==> config.mk <==
export PLATFORM = sky130hd
export DESIGN_NAME = afsk_goertzel_bit_demod_top
export DESIGN_NICKNAME = d
export VERILOG_FILES = /design/src/rtl/core/agbd_pkg.sv /design/src/rtl/core/agbd_mac.sv /design/src/rtl/core/afsk_goertzel_bit_demod_top.sv
export SDC_FILE = /design/constraint.sdc
export NUM_CORES = 2
export LEC_CHECK = 0
export ABC_CLOCK_PERIOD_IN_PS = 12260
export BUFFER_PORTS_ARGS = -buffer_cell sky130_fd_sc_hd__buf_4
export CORE_MARGIN = 2
export CORE_UTILIZATION = 60
export CTS_BUF_LIST = sky130_fd_sc_hd__clkbuf_8
export DETAILED_ROUTE_END_ITERATION = 7
export GPL_ROUTABILITY_DRIVEN = 0
export PLACE_DENSITY = 0.76
export SYNTH_ARGS = -nofsm -noshare
export SYNTH_HDL_FRONTEND = slang
export SYNTH_SLANG_ARGS = --single-unit
export TNS_END_PERCENT = 5
==> constraint.sdc <==
create_clock -name clk -period 12.26 [get_ports clk]
set_input_delay 1.839 -clock clk [delete_from_list [all_inputs] [get_ports clk]]
set_output_delay 1.839 -clock clk [all_outputs]
set_load 0.03 [all_outputs]
==> src/rtl/core/agbd_pkg.sv <==
package agbd_pkg;

	localparam int ACC_WIDTH_DEF       = 24;
	localparam int COEFF_FRAC_BITS_DEF = 14;

	localparam int DIGIT_W     = 16;
	localparam int CFG_INDEX_W = 2;
	localparam int CFG_DATA_W  = 17;

	localparam logic [CFG_INDEX_W-1:0] CFG_MARK_COEFF        = 2'd0;
	localparam logic [CFG_INDEX_W-1:0] CFG_SPACE_COEFF       = 2'd1;
	localparam logic [CFG_INDEX_W-1:0] CFG_NOMINAL_STEP      = 2'd2;
	localparam logic [CFG_INDEX_W-1:0] CFG_CARRIER_THRESHOLD = 2'd3;

	localparam logic [14:0] NOMINAL_STEP_RST      = 15'd8192;
	localparam logic [16:0] CARRIER_THRESHOLD_RST = 17'd1000;

	localparam logic [1:0] MAC_HOLD     = 2'd0;
	localparam logic [1:0] MAC_ADD_SQ   = 2'd1;
	localparam logic [1:0] MAC_SUB_PROD = 2'd2;

	typedef struct packed {
		logic       clr;
		logic [1:0] mode;
	} mac_ctl_t;

endpackage

==> src/rtl/core/agbd_mac.sv <==
module agbd_mac #(
	parameter int ACC_WIDTH       = agbd_pkg::ACC_WIDTH_DEF,
	parameter int COEFF_FRAC_BITS = agbd_pkg::COEFF_FRAC_BITS_DEF
) (
	input  logic                                                   clk,
	input  logic                                                   arst_n,
	input  agbd_pkg::mac_ctl_t                                     ctl,
	input  logic [$clog2((ACC_WIDTH+agbd_pkg::DIGIT_W-1)/agbd_pkg::DIGIT_W)-1:0] k,
	input  logic signed [ACC_WIDTH+agbd_pkg::DIGIT_W:0]            a,
	input  logic signed [agbd_pkg::DIGIT_W:0]                      b,
	output logic signed [ACC_WIDTH+2*agbd_pkg::DIGIT_W+1:0]        p,
	output logic signed [2*ACC_WIDTH+COEFF_FRAC_BITS+17:0]         acc
);

	localparam int DIG = agbd_pkg::DIGIT_W;
	localparam int ND  = (ACC_WIDTH + DIG - 1) / DIG;
	localparam int KW  = $clog2(ND);
	localparam int DSH = $clog2(DIG);
	localparam int PW  = ACC_WIDTH + 2*DIG + 2;
	localparam int EW  = 2*ACC_WIDTH + COEFF_FRAC_BITS + 18;

	logic [1:0]             mode_s1;
	logic [KW-1:0]          k_s1;
	logic signed [PW-1:0]   p_s1;
	logic signed [EW-1:0]   acc_q;
	logic signed [EW-1:0]   pe;

	assign pe  = EW'(p_s1);
	assign p   = p_s1;
	assign acc = acc_q;

	always_ff @(posedge clk or negedge arst_n) begin
		if (!arst_n) begin
			mode_s1 <= agbd_pkg::MAC_HOLD;
		end else begin
			mode_s1 <= ctl.mode;
		end
	end

	always_ff @(posedge clk) begin
		p_s1 <= a * b;
		k_s1 <= k;
		if (ctl.clr) begin
			acc_q <= '0;
		end else begin
			unique case (mode_s1)
				agbd_pkg::MAC_ADD_SQ: begin
					acc_q <= acc_q + ((pe <<< COEFF_FRAC_BITS) <<< {k_s1, {DSH{1'b0}}});
				end
				agbd_pkg::MAC_SUB_PROD: begin
					acc_q <= acc_q - (pe <<< {k_s1, {DSH{1'b0}}});
				end
				default: begin
					acc_q <= acc_q;
				end
			endcase
		end
	end

endmodule

==> src/rtl/core/afsk_goertzel_bit_demod_top.sv <==
// afsk_goertzel_bit_demod_top: 1-bit comparator samples in, one decided bit per bit period out.
// sample channel: sample_valid, sample_stall, sample_bit. a request is taken at an edge with
// valid high and stall low; stall stays high while the sample is being worked on.
// result channel: result_valid, result_stall, data_bit, carrier_present, mark_level,
// space_level, quality_pct. a result is held in an output register until taken.
// cfg channel: cfg_valid, cfg_ready (always high), cfg_index, cfg_data. index 0 mark coeff,
// 1 space coeff, 2 nominal step (also reloads the tracked step), 3 carrier threshold.
// write only while no sample is in flight and no result is pending.
// sequence: all products go through one shared multiplier. a sample inside a bit period takes
// one multiply and one update per tone. a sample that closes a bit period adds two energy
// passes with ND = ceil(ACC_WIDTH/16) digit products per square, then a decision step, a 7-step
// quality divide and an output step.
// the next sample is taken while a result waits; if the next result is ready first, the
// sequencer holds in its output state until the output register frees up.
// reset: coefficients 0, nominal step 8192, threshold 1000, recurrence state, bit phase,
// lock count and carrier flag cleared, no result pending.
module afsk_goertzel_bit_demod_top #(
	parameter int ACC_WIDTH       = agbd_pkg::ACC_WIDTH_DEF,
	parameter int COEFF_FRAC_BITS = agbd_pkg::COEFF_FRAC_BITS_DEF
) (
	input  logic                              clk,
	input  logic                              arst_n,
	input  logic                              cfg_valid,
	output logic                              cfg_ready,
	input  logic [agbd_pkg::CFG_INDEX_W-1:0]  cfg_index,
	input  logic [agbd_pkg::CFG_DATA_W-1:0]   cfg_data,
	input  logic                              sample_valid,
	output logic                              sample_stall,
	input  logic                              sample_bit,
	output logic                              result_valid,
	input  logic                              result_stall,
	output logic                              data_bit,
	output logic                              carrier_present,
	output logic [15:0]                       mark_level,
	output logic [15:0]                       space_level,
	output logic [6:0]                        quality_pct
);

	localparam int DIG = agbd_pkg::DIGIT_W;
	localparam int ND  = (ACC_WIDTH + DIG - 1) / DIG;
	localparam int KW  = $clog2(ND);
	localparam int DSH = $clog2(DIG);
	localparam int DWX = ND * DIG;
	localparam int MAW = ACC_WIDTH + DIG + 1;
	localparam int PW  = ACC_WIDTH + 2*DIG + 2;
	localparam int EW  = 2*ACC_WIDTH + COEFF_FRAC_BITS + 18;
	localparam int GW  = ACC_WIDTH + 18;
	localparam int LVL = 3 * COEFF_FRAC_BITS;

	localparam logic [KW-1:0]        K_LAST = KW'(ND - 1);
	localparam logic signed [GW-1:0] QMAX   = (GW'(1) <<< (ACC_WIDTH - 1)) - GW'(1);
	localparam logic signed [GW-1:0] QMIN   = ~QMAX;
	localparam logic signed [GW-1:0] XP     = GW'(1) <<< COEFF_FRAC_BITS;

	localparam logic [7:0]  LOCK_MAX   = 8'd255;
	localparam logic [7:0]  LOCK_ON    = 8'd5;
	localparam logic [15:0] STEP_RANGE = 16'd100;
	localparam logic [2:0]  DIV_STEPS  = 3'd6;

	localparam logic [3:0] ST_IDLE  = 4'd0;
	localparam logic [3:0] ST_GMUL  = 4'd1;
	localparam logic [3:0] ST_GUPD  = 4'd2;
	localparam logic [3:0] ST_ECQ   = 4'd3;
	localparam logic [3:0] ST_ESQ1  = 4'd4;
	localparam logic [3:0] ST_ESQ2  = 4'd5;
	localparam logic [3:0] ST_ECR   = 4'd6;
	localparam logic [3:0] ST_EWAIT = 4'd7;
	localparam logic [3:0] ST_EDONE = 4'd8;
	localparam logic [3:0] ST_FIN   = 4'd9;
	localparam logic [3:0] ST_DIV   = 4'd10;
	localparam logic [3:0] ST_OUT   = 4'd11;

	logic [3:0]               state_q;
	logic                     tone_q;
	logic [KW-1:0]            k_q;
	logic                     wrap_q;
	logic                     bit_q;
	logic signed [15:0]       mark_c_q;
	logic signed [15:0]       space_c_q;
	logic [14:0]              nominal_q;
	logic [16:0]              thr_q;
	logic [15:0]              step_q;
	logic [15:0]              bit_phase_q;
	logic                     prev_bit_q;
	logic                     carrier_q;
	logic [7:0]               lock_q;
	logic signed [ACC_WIDTH-1:0] mark_a_q;
	logic signed [ACC_WIDTH-1:0] mark_b_q;
	logic signed [ACC_WIDTH-1:0] space_a_q;
	logic signed [ACC_WIDTH-1:0] space_b_q;
	logic signed [MAW-1:0]    cq_q;
	logic signed [EW-1:0]     em_q;
	logic [15:0]              ml_q;
	logic [15:0]              sl_q;
	logic [22:0]              num_q;
	logic [17:0]              den_q;
	logic [6:0]               quo_q;
	logic [2:0]               div_i_q;
	logic                     result_valid_q;
	logic                     data_bit_q;
	logic                     carrier_present_q;
	logic [15:0]              mark_level_q;
	logic [15:0]              space_level_q;
	logic [6:0]               quality_pct_q;

	logic signed [ACC_WIDTH-1:0] q1_sel;
	logic signed [ACC_WIDTH-1:0] q2_sel;
	logic signed [15:0]          c_sel;
	logic signed [ACC_WIDTH-1:0] dsrc;
	logic [DWX-1:0]              dext;
	logic [DIG-1:0]              dsel;
	logic signed [DIG:0]         dig_b;
	agbd_pkg::mac_ctl_t          mac_ctl;
	logic signed [MAW-1:0]       mac_a;
	logic signed [DIG:0]         mac_b;
	logic signed [PW-1:0]        mac_p;
	logic signed [EW-1:0]        mac_acc;
	logic signed [PW-1:0]        p_sh;
	logic signed [GW-1:0]        g_sum;
	logic signed [ACC_WIDTH-1:0] q0;
	logic [16:0]                 sum17;
	logic                        nb_c;
	logic [15:0]                 ml_c;
	logic [15:0]                 sl_c;
	logic [16:0]                 total_c;
	logic [15:0]                 diff_c;
	logic [22:0]                 diff_x;
	logic [22:0]                 num_c;
	logic signed [17:0]          st_c;
	logic signed [17:0]          lo_c;
	logic signed [17:0]          hi_c;
	logic [15:0]                 step_nx;
	logic [7:0]                  lock_nx;
	logic                        flag_nx;
	logic [24:0]                 trial_c;
	logic                        ge_c;
	logic                        out_load;

	function automatic logic [15:0] level_of(input logic signed [EW-1:0] e);
		logic [15:0] r;
		if (e < 0) begin
			r = '0;
		end else if (|e[EW-1:LVL+16]) begin
			r = '1;
		end else begin
			r = e[LVL+15:LVL];
		end
		return r;
	endfunction

	assign cfg_ready       = 1'b1;
	assign sample_stall    = (state_q != ST_IDLE);
	assign result_valid    = result_valid_q;
	assign data_bit        = data_bit_q;
	assign carrier_present = carrier_present_q;
	assign mark_level      = mark_level_q;
	assign space_level     = space_level_q;
	assign quality_pct     = quality_pct_q;

	assign q1_sel = tone_q ? space_a_q : mark_a_q;
	assign q2_sel = tone_q ? space_b_q : mark_b_q;
	assign c_sel  = tone_q ? space_c_q : mark_c_q;

	assign sum17    = {1'b0, bit_phase_q} + {1'b0, step_q};
	assign out_load = (state_q == ST_OUT) && (!result_valid_q || !result_stall);

	// operand selection for the shared multiplier
	always_comb begin
		mac_ctl.clr  = 1'b0;
		mac_ctl.mode = agbd_pkg::MAC_HOLD;
		mac_a        = MAW'(q1_sel);
		dsrc         = q1_sel;
		unique case (state_q)
			ST_ECQ: begin
				mac_ctl.clr = 1'b1;
			end
			ST_ESQ1: begin
				mac_ctl.mode = agbd_pkg::MAC_ADD_SQ;
			end
			ST_ESQ2: begin
				mac_ctl.mode = agbd_pkg::MAC_ADD_SQ;
				mac_a        = MAW'(q2_sel);
				dsrc         = q2_sel;
			end
			ST_ECR: begin
				mac_ctl.mode = agbd_pkg::MAC_SUB_PROD;
				mac_a        = cq_q;
				dsrc         = q2_sel;
			end
			default: begin
				mac_ctl.mode = agbd_pkg::MAC_HOLD;
			end
		endcase
		dext  = DWX'(dsrc);
		dsel  = dext[{k_q, {DSH{1'b0}}} +: DIG];
		dig_b = (k_q == K_LAST) ? $signed({dsel[DIG-1], dsel}) : $signed({1'b0, dsel});
		if (state_q == ST_ESQ1 || state_q == ST_ESQ2 || state_q == ST_ECR) begin
			mac_b = dig_b;
		end else begin
			mac_b = (DIG+1)'(c_sel);
		end
	end

	agbd_mac #(
		.ACC_WIDTH       (ACC_WIDTH),
		.COEFF_FRAC_BITS (COEFF_FRAC_BITS)
	) u_mac (
		.clk    (clk),
		.arst_n (arst_n),
		.ctl    (mac_ctl),
		.k      (k_q),
		.a      (mac_a),
		.b      (mac_b),
		.p      (mac_p),
		.acc    (mac_acc)
	);

	// recurrence update
	always_comb begin
		p_sh  = mac_p >>> COEFF_FRAC_BITS;
		g_sum = $signed(p_sh[GW-1:0]) - GW'(q2_sel) + (bit_q ? XP : -XP);
		if (g_sum > QMAX) begin
			q0 = QMAX[ACC_WIDTH-1:0];
		end else if (g_sum < QMIN) begin
			q0 = QMIN[ACC_WIDTH-1:0];
		end else begin
			q0 = g_sum[ACC_WIDTH-1:0];
		end
	end

	// decision, step tracking, lock counter
	always_comb begin
		nb_c    = (em_q > mac_acc);
		ml_c    = level_of(em_q);
		sl_c    = level_of(mac_acc);
		total_c = {1'b0, ml_c} + {1'b0, sl_c};
		diff_c  = (ml_c > sl_c) ? (ml_c - sl_c) : (sl_c - ml_c);
		diff_x  = {7'd0, diff_c};
		num_c   = (diff_x << 6) + (diff_x << 5) + (diff_x << 2);

		st_c = $signed({2'b00, step_q}) + (bit_phase_q[15] ? 18'sd1 : -18'sd1);
		lo_c = $signed({3'b000, nominal_q}) - $signed({2'b00, STEP_RANGE});
		hi_c = $signed({3'b000, nominal_q}) + $signed({2'b00, STEP_RANGE});
		if (lo_c < 0) begin
			lo_c = '0;
		end
		if (st_c < lo_c) begin
			st_c = lo_c;
		end else if (st_c > hi_c) begin
			st_c = hi_c;
		end
		step_nx = st_c[15:0];

		if (total_c > thr_q) begin
			lock_nx = (lock_q != LOCK_MAX) ? lock_q + 8'd1 : lock_q;
			flag_nx = (lock_nx > LOCK_ON) ? 1'b1 : carrier_q;
		end else begin
			lock_nx = (lock_q != 8'd0) ? lock_q - 8'd1 : lock_q;
			flag_nx = (lock_nx == 8'd0) ? 1'b0 : carrier_q;
		end

		trial_c = {7'd0, den_q} << div_i_q;
		ge_c    = ({2'b00, num_q} >= trial_c);
	end

	always_ff @(posedge clk or negedge arst_n) begin
		if (!arst_n) begin
			state_q        <= ST_IDLE;
			tone_q         <= 1'b0;
			k_q            <= '0;
			wrap_q         <= 1'b0;
			mark_c_q       <= '0;
			space_c_q      <= '0;
			nominal_q      <= agbd_pkg::NOMINAL_STEP_RST;
			thr_q          <= agbd_pkg::CARRIER_THRESHOLD_RST;
			step_q         <= {1'b0, agbd_pkg::NOMINAL_STEP_RST};
			bit_phase_q    <= '0;
			prev_bit_q     <= 1'b0;
			carrier_q      <= 1'b0;
			lock_q         <= '0;
			mark_a_q       <= '0;
			mark_b_q       <= '0;
			space_a_q      <= '0;
			space_b_q      <= '0;
			div_i_q        <= '0;
			result_valid_q <= 1'b0;
		end else begin
			if (result_valid_q && !result_stall) begin
				result_valid_q <= 1'b0;
			end
			unique case (state_q)
				ST_IDLE: begin
					if (sample_valid) begin
						bit_phase_q <= sum17[15:0];
						wrap_q      <= sum17[16];
						tone_q      <= 1'b0;
						state_q     <= ST_GMUL;
					end
				end
				ST_GMUL: begin
					state_q <= ST_GUPD;
				end
				ST_GUPD: begin
					if (tone_q) begin
						space_b_q <= space_a_q;
						space_a_q <= q0;
					end else begin
						mark_b_q <= mark_a_q;
						mark_a_q <= q0;
					end
					if (!tone_q) begin
						tone_q  <= 1'b1;
						state_q <= ST_GMUL;
					end else if (wrap_q) begin
						tone_q  <= 1'b0;
						state_q <= ST_ECQ;
					end else begin
						state_q <= ST_IDLE;
					end
				end
				ST_ECQ: begin
					k_q     <= '0;
					state_q <= ST_ESQ1;
				end
				ST_ESQ1: begin
					if (k_q == K_LAST) begin
						k_q     <= '0;
						state_q <= ST_ESQ2;
					end else begin
						k_q <= k_q + KW'(1);
					end
				end
				ST_ESQ2: begin
					if (k_q == K_LAST) begin
						k_q     <= '0;
						state_q <= ST_ECR;
					end else begin
						k_q <= k_q + KW'(1);
					end
				end
				ST_ECR: begin
					if (k_q == K_LAST) begin
						k_q     <= '0;
						state_q <= ST_EWAIT;
					end else begin
						k_q <= k_q + KW'(1);
					end
				end
				ST_EWAIT: begin
					state_q <= ST_EDONE;
				end
				ST_EDONE: begin
					if (!tone_q) begin
						tone_q  <= 1'b1;
						state_q <= ST_ECQ;
					end else begin
						state_q <= ST_FIN;
					end
				end
				ST_FIN: begin
					if (nb_c != prev_bit_q) begin
						step_q <= step_nx;
					end
					prev_bit_q <= nb_c;
					lock_q     <= lock_nx;
					carrier_q  <= flag_nx;
					mark_a_q   <= '0;
					mark_b_q   <= '0;
					space_a_q  <= '0;
					space_b_q  <= '0;
					div_i_q    <= DIV_STEPS;
					state_q    <= ST_DIV;
				end
				ST_DIV: begin
					if (div_i_q == 3'd0) begin
						state_q <= ST_OUT;
					end else begin
						div_i_q <= div_i_q - 3'd1;
					end
				end
				ST_OUT: begin
					if (out_load) begin
						result_valid_q <= 1'b1;
						state_q        <= ST_IDLE;
					end
				end
				default: begin
					state_q <= ST_IDLE;
				end
			endcase
			if (cfg_valid && cfg_ready) begin
				unique case (cfg_index)
					agbd_pkg::CFG_MARK_COEFF: begin
						mark_c_q <= cfg_data[15:0];
					end
					agbd_pkg::CFG_SPACE_COEFF: begin
						space_c_q <= cfg_data[15:0];
					end
					agbd_pkg::CFG_NOMINAL_STEP: begin
						nominal_q <= cfg_data[14:0];
						step_q    <= {1'b0, cfg_data[14:0]};
					end
					agbd_pkg::CFG_CARRIER_THRESHOLD: begin
						thr_q <= cfg_data[16:0];
					end
				endcase
			end
		end
	end

	always_ff @(posedge clk) begin
		if (state_q == ST_IDLE && sample_valid) begin
			bit_q <= sample_bit;
		end
		if (state_q == ST_ESQ1 && k_q == '0) begin
			cq_q <= mac_p[MAW-1:0];
		end
		if (state_q == ST_EDONE && !tone_q) begin
			em_q <= mac_acc;
		end
		if (state_q == ST_FIN) begin
			ml_q  <= ml_c;
			sl_q  <= sl_c;
			num_q <= num_c;
			den_q <= {1'b0, total_c} + 18'd1;
			quo_q <= '0;
		end
		if (state_q == ST_DIV) begin
			if (ge_c) begin
				num_q <= num_q - trial_c[22:0];
			end
			quo_q <= {quo_q[5:0], ge_c};
		end
		if (out_load) begin
			data_bit_q        <= prev_bit_q;
			carrier_present_q <= carrier_q;
			mark_level_q      <= ml_q;
			space_level_q     <= sl_q;
			quality_pct_q     <= quo_q;
		end
	end

`ifndef SYNTHESIS
	a_step_bound: assert property (@(posedge clk) disable iff (!arst_n)
		step_q <= ({1'b0, nominal_q} + STEP_RANGE))
		else $error("tracked step above nominal plus range");

	a_flag_needs_lock: assert property (@(posedge clk) disable iff (!arst_n)
		(lock_q == 8'd0) |-> !carrier_q)
		else $error("carrier flag set with zero lock count");

	a_quality_range: assert property (@(posedge clk) disable iff (!arst_n)
		(state_q == ST_OUT) |-> (quo_q < 7'd100))
		else $error("quality quotient out of range");

	a_fin_on_wrap: assert property (@(posedge clk) disable iff (!arst_n)
		(state_q == ST_FIN) |-> wrap_q)
		else $error("decision without bit boundary");
`endif

endmodule
==> flow_summary_export.csv <==
group,metric,value,unit
detailed_routing,viasPerCell,6.18,
cts,clk_pin_slew,0.07,ns
cts,holdBufCountCts,0,
detailed_routing,drc_errors,3,
die,num_io_pins,69,
die,coreArea,111000,sq um
timing,finalCriticalPeriod,11.03,ns
hold_path,hp-class,"register to register",
logic_synthesis,synth_cell_types,104,
setup_path,cp_common_cell,"fa_1",
timing,timing.setup.tns,0,ns
detailed_routing,drt_pass1_iterations,8,
timing,setup-violations-final,0,
timing,rsz0062_at_grt,"no",
die,die_h,339,um
logic_synthesis,synthTopCellsByArea,"fa_1, edfxtp_1, ha_1, dfrtp_1, inv_1",
logic_synthesis,syn_area_per_cell,8.76,sq um
cts,cts_buffers,100,
logic_synthesis,yosys.area.top_type,"fa_1",
logic_synthesis,synth_warnings,0,
setup_path,required,12.97,ns
place,hpwl,149,mm
setup_path,path_buf_inv,7,
detailed_routing,wl_per_cell,21.4,um
timing,tightest_slew,1.29,ns
outcome,status,"complete, but fails checks",
logic_synthesis,synth-seq-area-share,0.227,
logic_synthesis,yosysMostFrequentCell,"inv_1",
cts,cts_resized,0,
grt,grt_max_degree,101,
timing,hold_violations,0,
grt,grt_pass1_wl,308,mm
finish,fin_util,0.642,
setup_path,crit_arrival,11.74,ns
logic_synthesis,synth-main-ff-cell,"edfxtp_1",
detailed_routing,num_vias,56600,
setup_path,cp_slowest_cell,"dfrtp_4",
grt,grt_pass1_vias,55900,
die,row_count,122,
logic_synthesis,synth_edf_count,220,
setup_path,max_stage_delay,0.94,ns
logic_synthesis,ys_ff_latch,597,
cts,tritoncts,"built",
cts,cts_num_sinks,597,
cts,root_buffer,"clkbuf_8",
cts,cts_setup_buffers,0,
timing,drv_slew,0,
finish,syn2layout_area_growth,5.97,%
setup_path,startpoint_type,"register",
cts,htreeDepth,3,
finish,nets,8826,
timing,post-route-period-util,0.900,
cts,clock_latency,0.79,ns
timing,relSlewSlack,0.137,
grt,antenna_found_initial,3,
flow_run,cap_violations,0,
detailed_routing,drt_first_iter_violations,5735,
logic_synthesis,synth_top_cell_area_share,0.210,
logic_synthesis,mappedNetlistNets,8923,
finish,drive_gt1_frac,0.0657,
die,die-area,115000,sq um
outcome,violations,"DRC",
logic_synthesis,syn-instance-count,7668,
timing,clock_skew,0.0723,ns
setup_path,crit_fanout,45,
timing,fmax,0.0906,GHz
die,initial_utilization,0.606,
setup_path,path_class,"register to register",
cts,clockBufferDepth,3,
logic_synthesis,synthesis.area,67200,sq um
detailed_routing,finalWirelength,196,mm
finish,fillers,9257,
setup_path,cpLargestDelayFamily,"adder cells",
detailed_routing,antenna_left,0,
logic_synthesis,async_reset_ff_frac,0.360,
die,die_x,339,um
grt,track_usage,0.339,
place,io_buffers,67,
logic_synthesis,synth_common_cells,"inv_1, nand2_1, fa_1, nor2_1, ha_1",
setup_path,cp-end-kind,"register",
grt,grt-ovfl-total,0,
==> worst reg2reg max path: cells and delay by family (launching register included) <==
| family | cells | cell delay [ns] |
|---|---|---|
| fa+ha+maj | 7 | 3.33 |
| compound gates | 11 | 2.66 |
| simple gates | 6 | 2.08 |
| buf+inv | 7 | 1.12 |
| flops | 1 | 0.94 |
| mux | 1 | 0.72 |
| xor+xnor | 1 | 0.13 |
==> worst paths after layout <==
path,from,endpoint,slack (ns),cells after the start
max in group asynchronous,arst_n,mark_b_q[4],9.07,3
setup reg to reg,tone_q,u_mac.p[55],1.23,33
hold reg to reg,ml_q[6],mark_level[6],0.41,0
hold / removal,ml_q[6],mark_level[6],0.41,0
setup / recovery,tone_q,u_mac.p[55],1.23,33
min in group asynchronous,arst_n,nominal_q[1],1.07,1
==> final cells by class <==
cell class,instances,area (sq um),area share
multi-input cells,5678,46900,0.658
flip-flops and latches,597,15200,0.214
inverters,1036,3890,0.0546
well taps,1488,1860,0.0262
clock buffers,113,1560,0.0218
repair buffers,158,1200,0.0168
clock inverters,77,544,0.00765
diodes,8,20.0,0.000281
==> registers in the layout, indices dropped and copies added, names as in the netlist, 17 cells and up <==
signal / cells
mark_b_q: 24
mark_a_q: 24
thr_q: 17
u_mac.p: 58
space_b_q: 24
em_q: 80
u_mac.acc: 80
cq_q: 41
den_q: 18
num_q: 23
space_a_q: 24
==> logic make-up (layout without fill, tap and decap cells) <==
group	after synthesis	after routing	synth area share
simple gates	2327	2327	0.156
compound gates	1548	1548	0.149
flops	597	597	0.227
other cells	1	9	0.0000558
buf+inv	1393	1384	0.0786
mux	250	250	0.0400
fa+ha+maj	1230	1230	0.308
xor+xnor	322	322	0.0420
==> layout by cell type (no fill, tap or decap), drive strengths merged, types with 28 or more instances in the layout <==
| master | netlist | routed |
|---|---|---|
| a211oi | 60 | 60 |
| a21o | 162 | 162 |
| a21oi | 473 | 473 |
| a221o | 57 | 57 |
| a31oi | 41 | 41 |
| and2 | 68 | 68 |
| and3 | 38 | 38 |
| buf | 55 | 158 |
| clkbuf | 302 | 113 |
| clkinv | 2 | 28 |
| dfrtp | 207 | 207 |
| dfxtp | 162 | 162 |
| edfxtp | 220 | 220 |
| fa | 704 | 704 |
| ha | 526 | 526 |
| inv | 1034 | 1073 |
| mux2 | 79 | 79 |
| mux2i | 165 | 165 |
| nand2 | 924 | 924 |
| nand2b | 53 | 53 |
| nand3 | 151 | 151 |
| nand4 | 80 | 80 |
| nor2 | 660 | 660 |
| nor2b | 73 | 73 |
| nor3 | 111 | 111 |
| nor4 | 30 | 30 |
| o211ai | 37 | 37 |
| o21a | 72 | 72 |
| o21ai | 346 | 346 |
| o21bai | 49 | 49 |
| or2 | 30 | 30 |
| or3 | 39 | 39 |
| xnor2 | 221 | 221 |
| xor2 | 101 | 101 |
==> routing by layer <==
metal,GRT usage,share of wire,routed length (um)
met3,0.0765,0.10,20500
met4,0.183,0.061,11900
met1,0.435,0.38,74800
met5,0,0.000066,13
met2,0.534,0.45,88300
==> stage by stage <==
stage	cells	setup slack (ns)	hold WS, ns	area (sq um)
finish	9155	1.23	0.412	71200
global route	9151	0.941	0.426	71200
CTS	9147	1.51	0.413	71200
detailed placement	8957	1.53	0.405	69100
global placement	8956	1.37	0.403	69100
floorplan	7668	3.14	0.345	67200
Power is left out: the tool's default activity adds up to more than one toggle a clock period on the data nets, which glitch-free logic cannot reach.
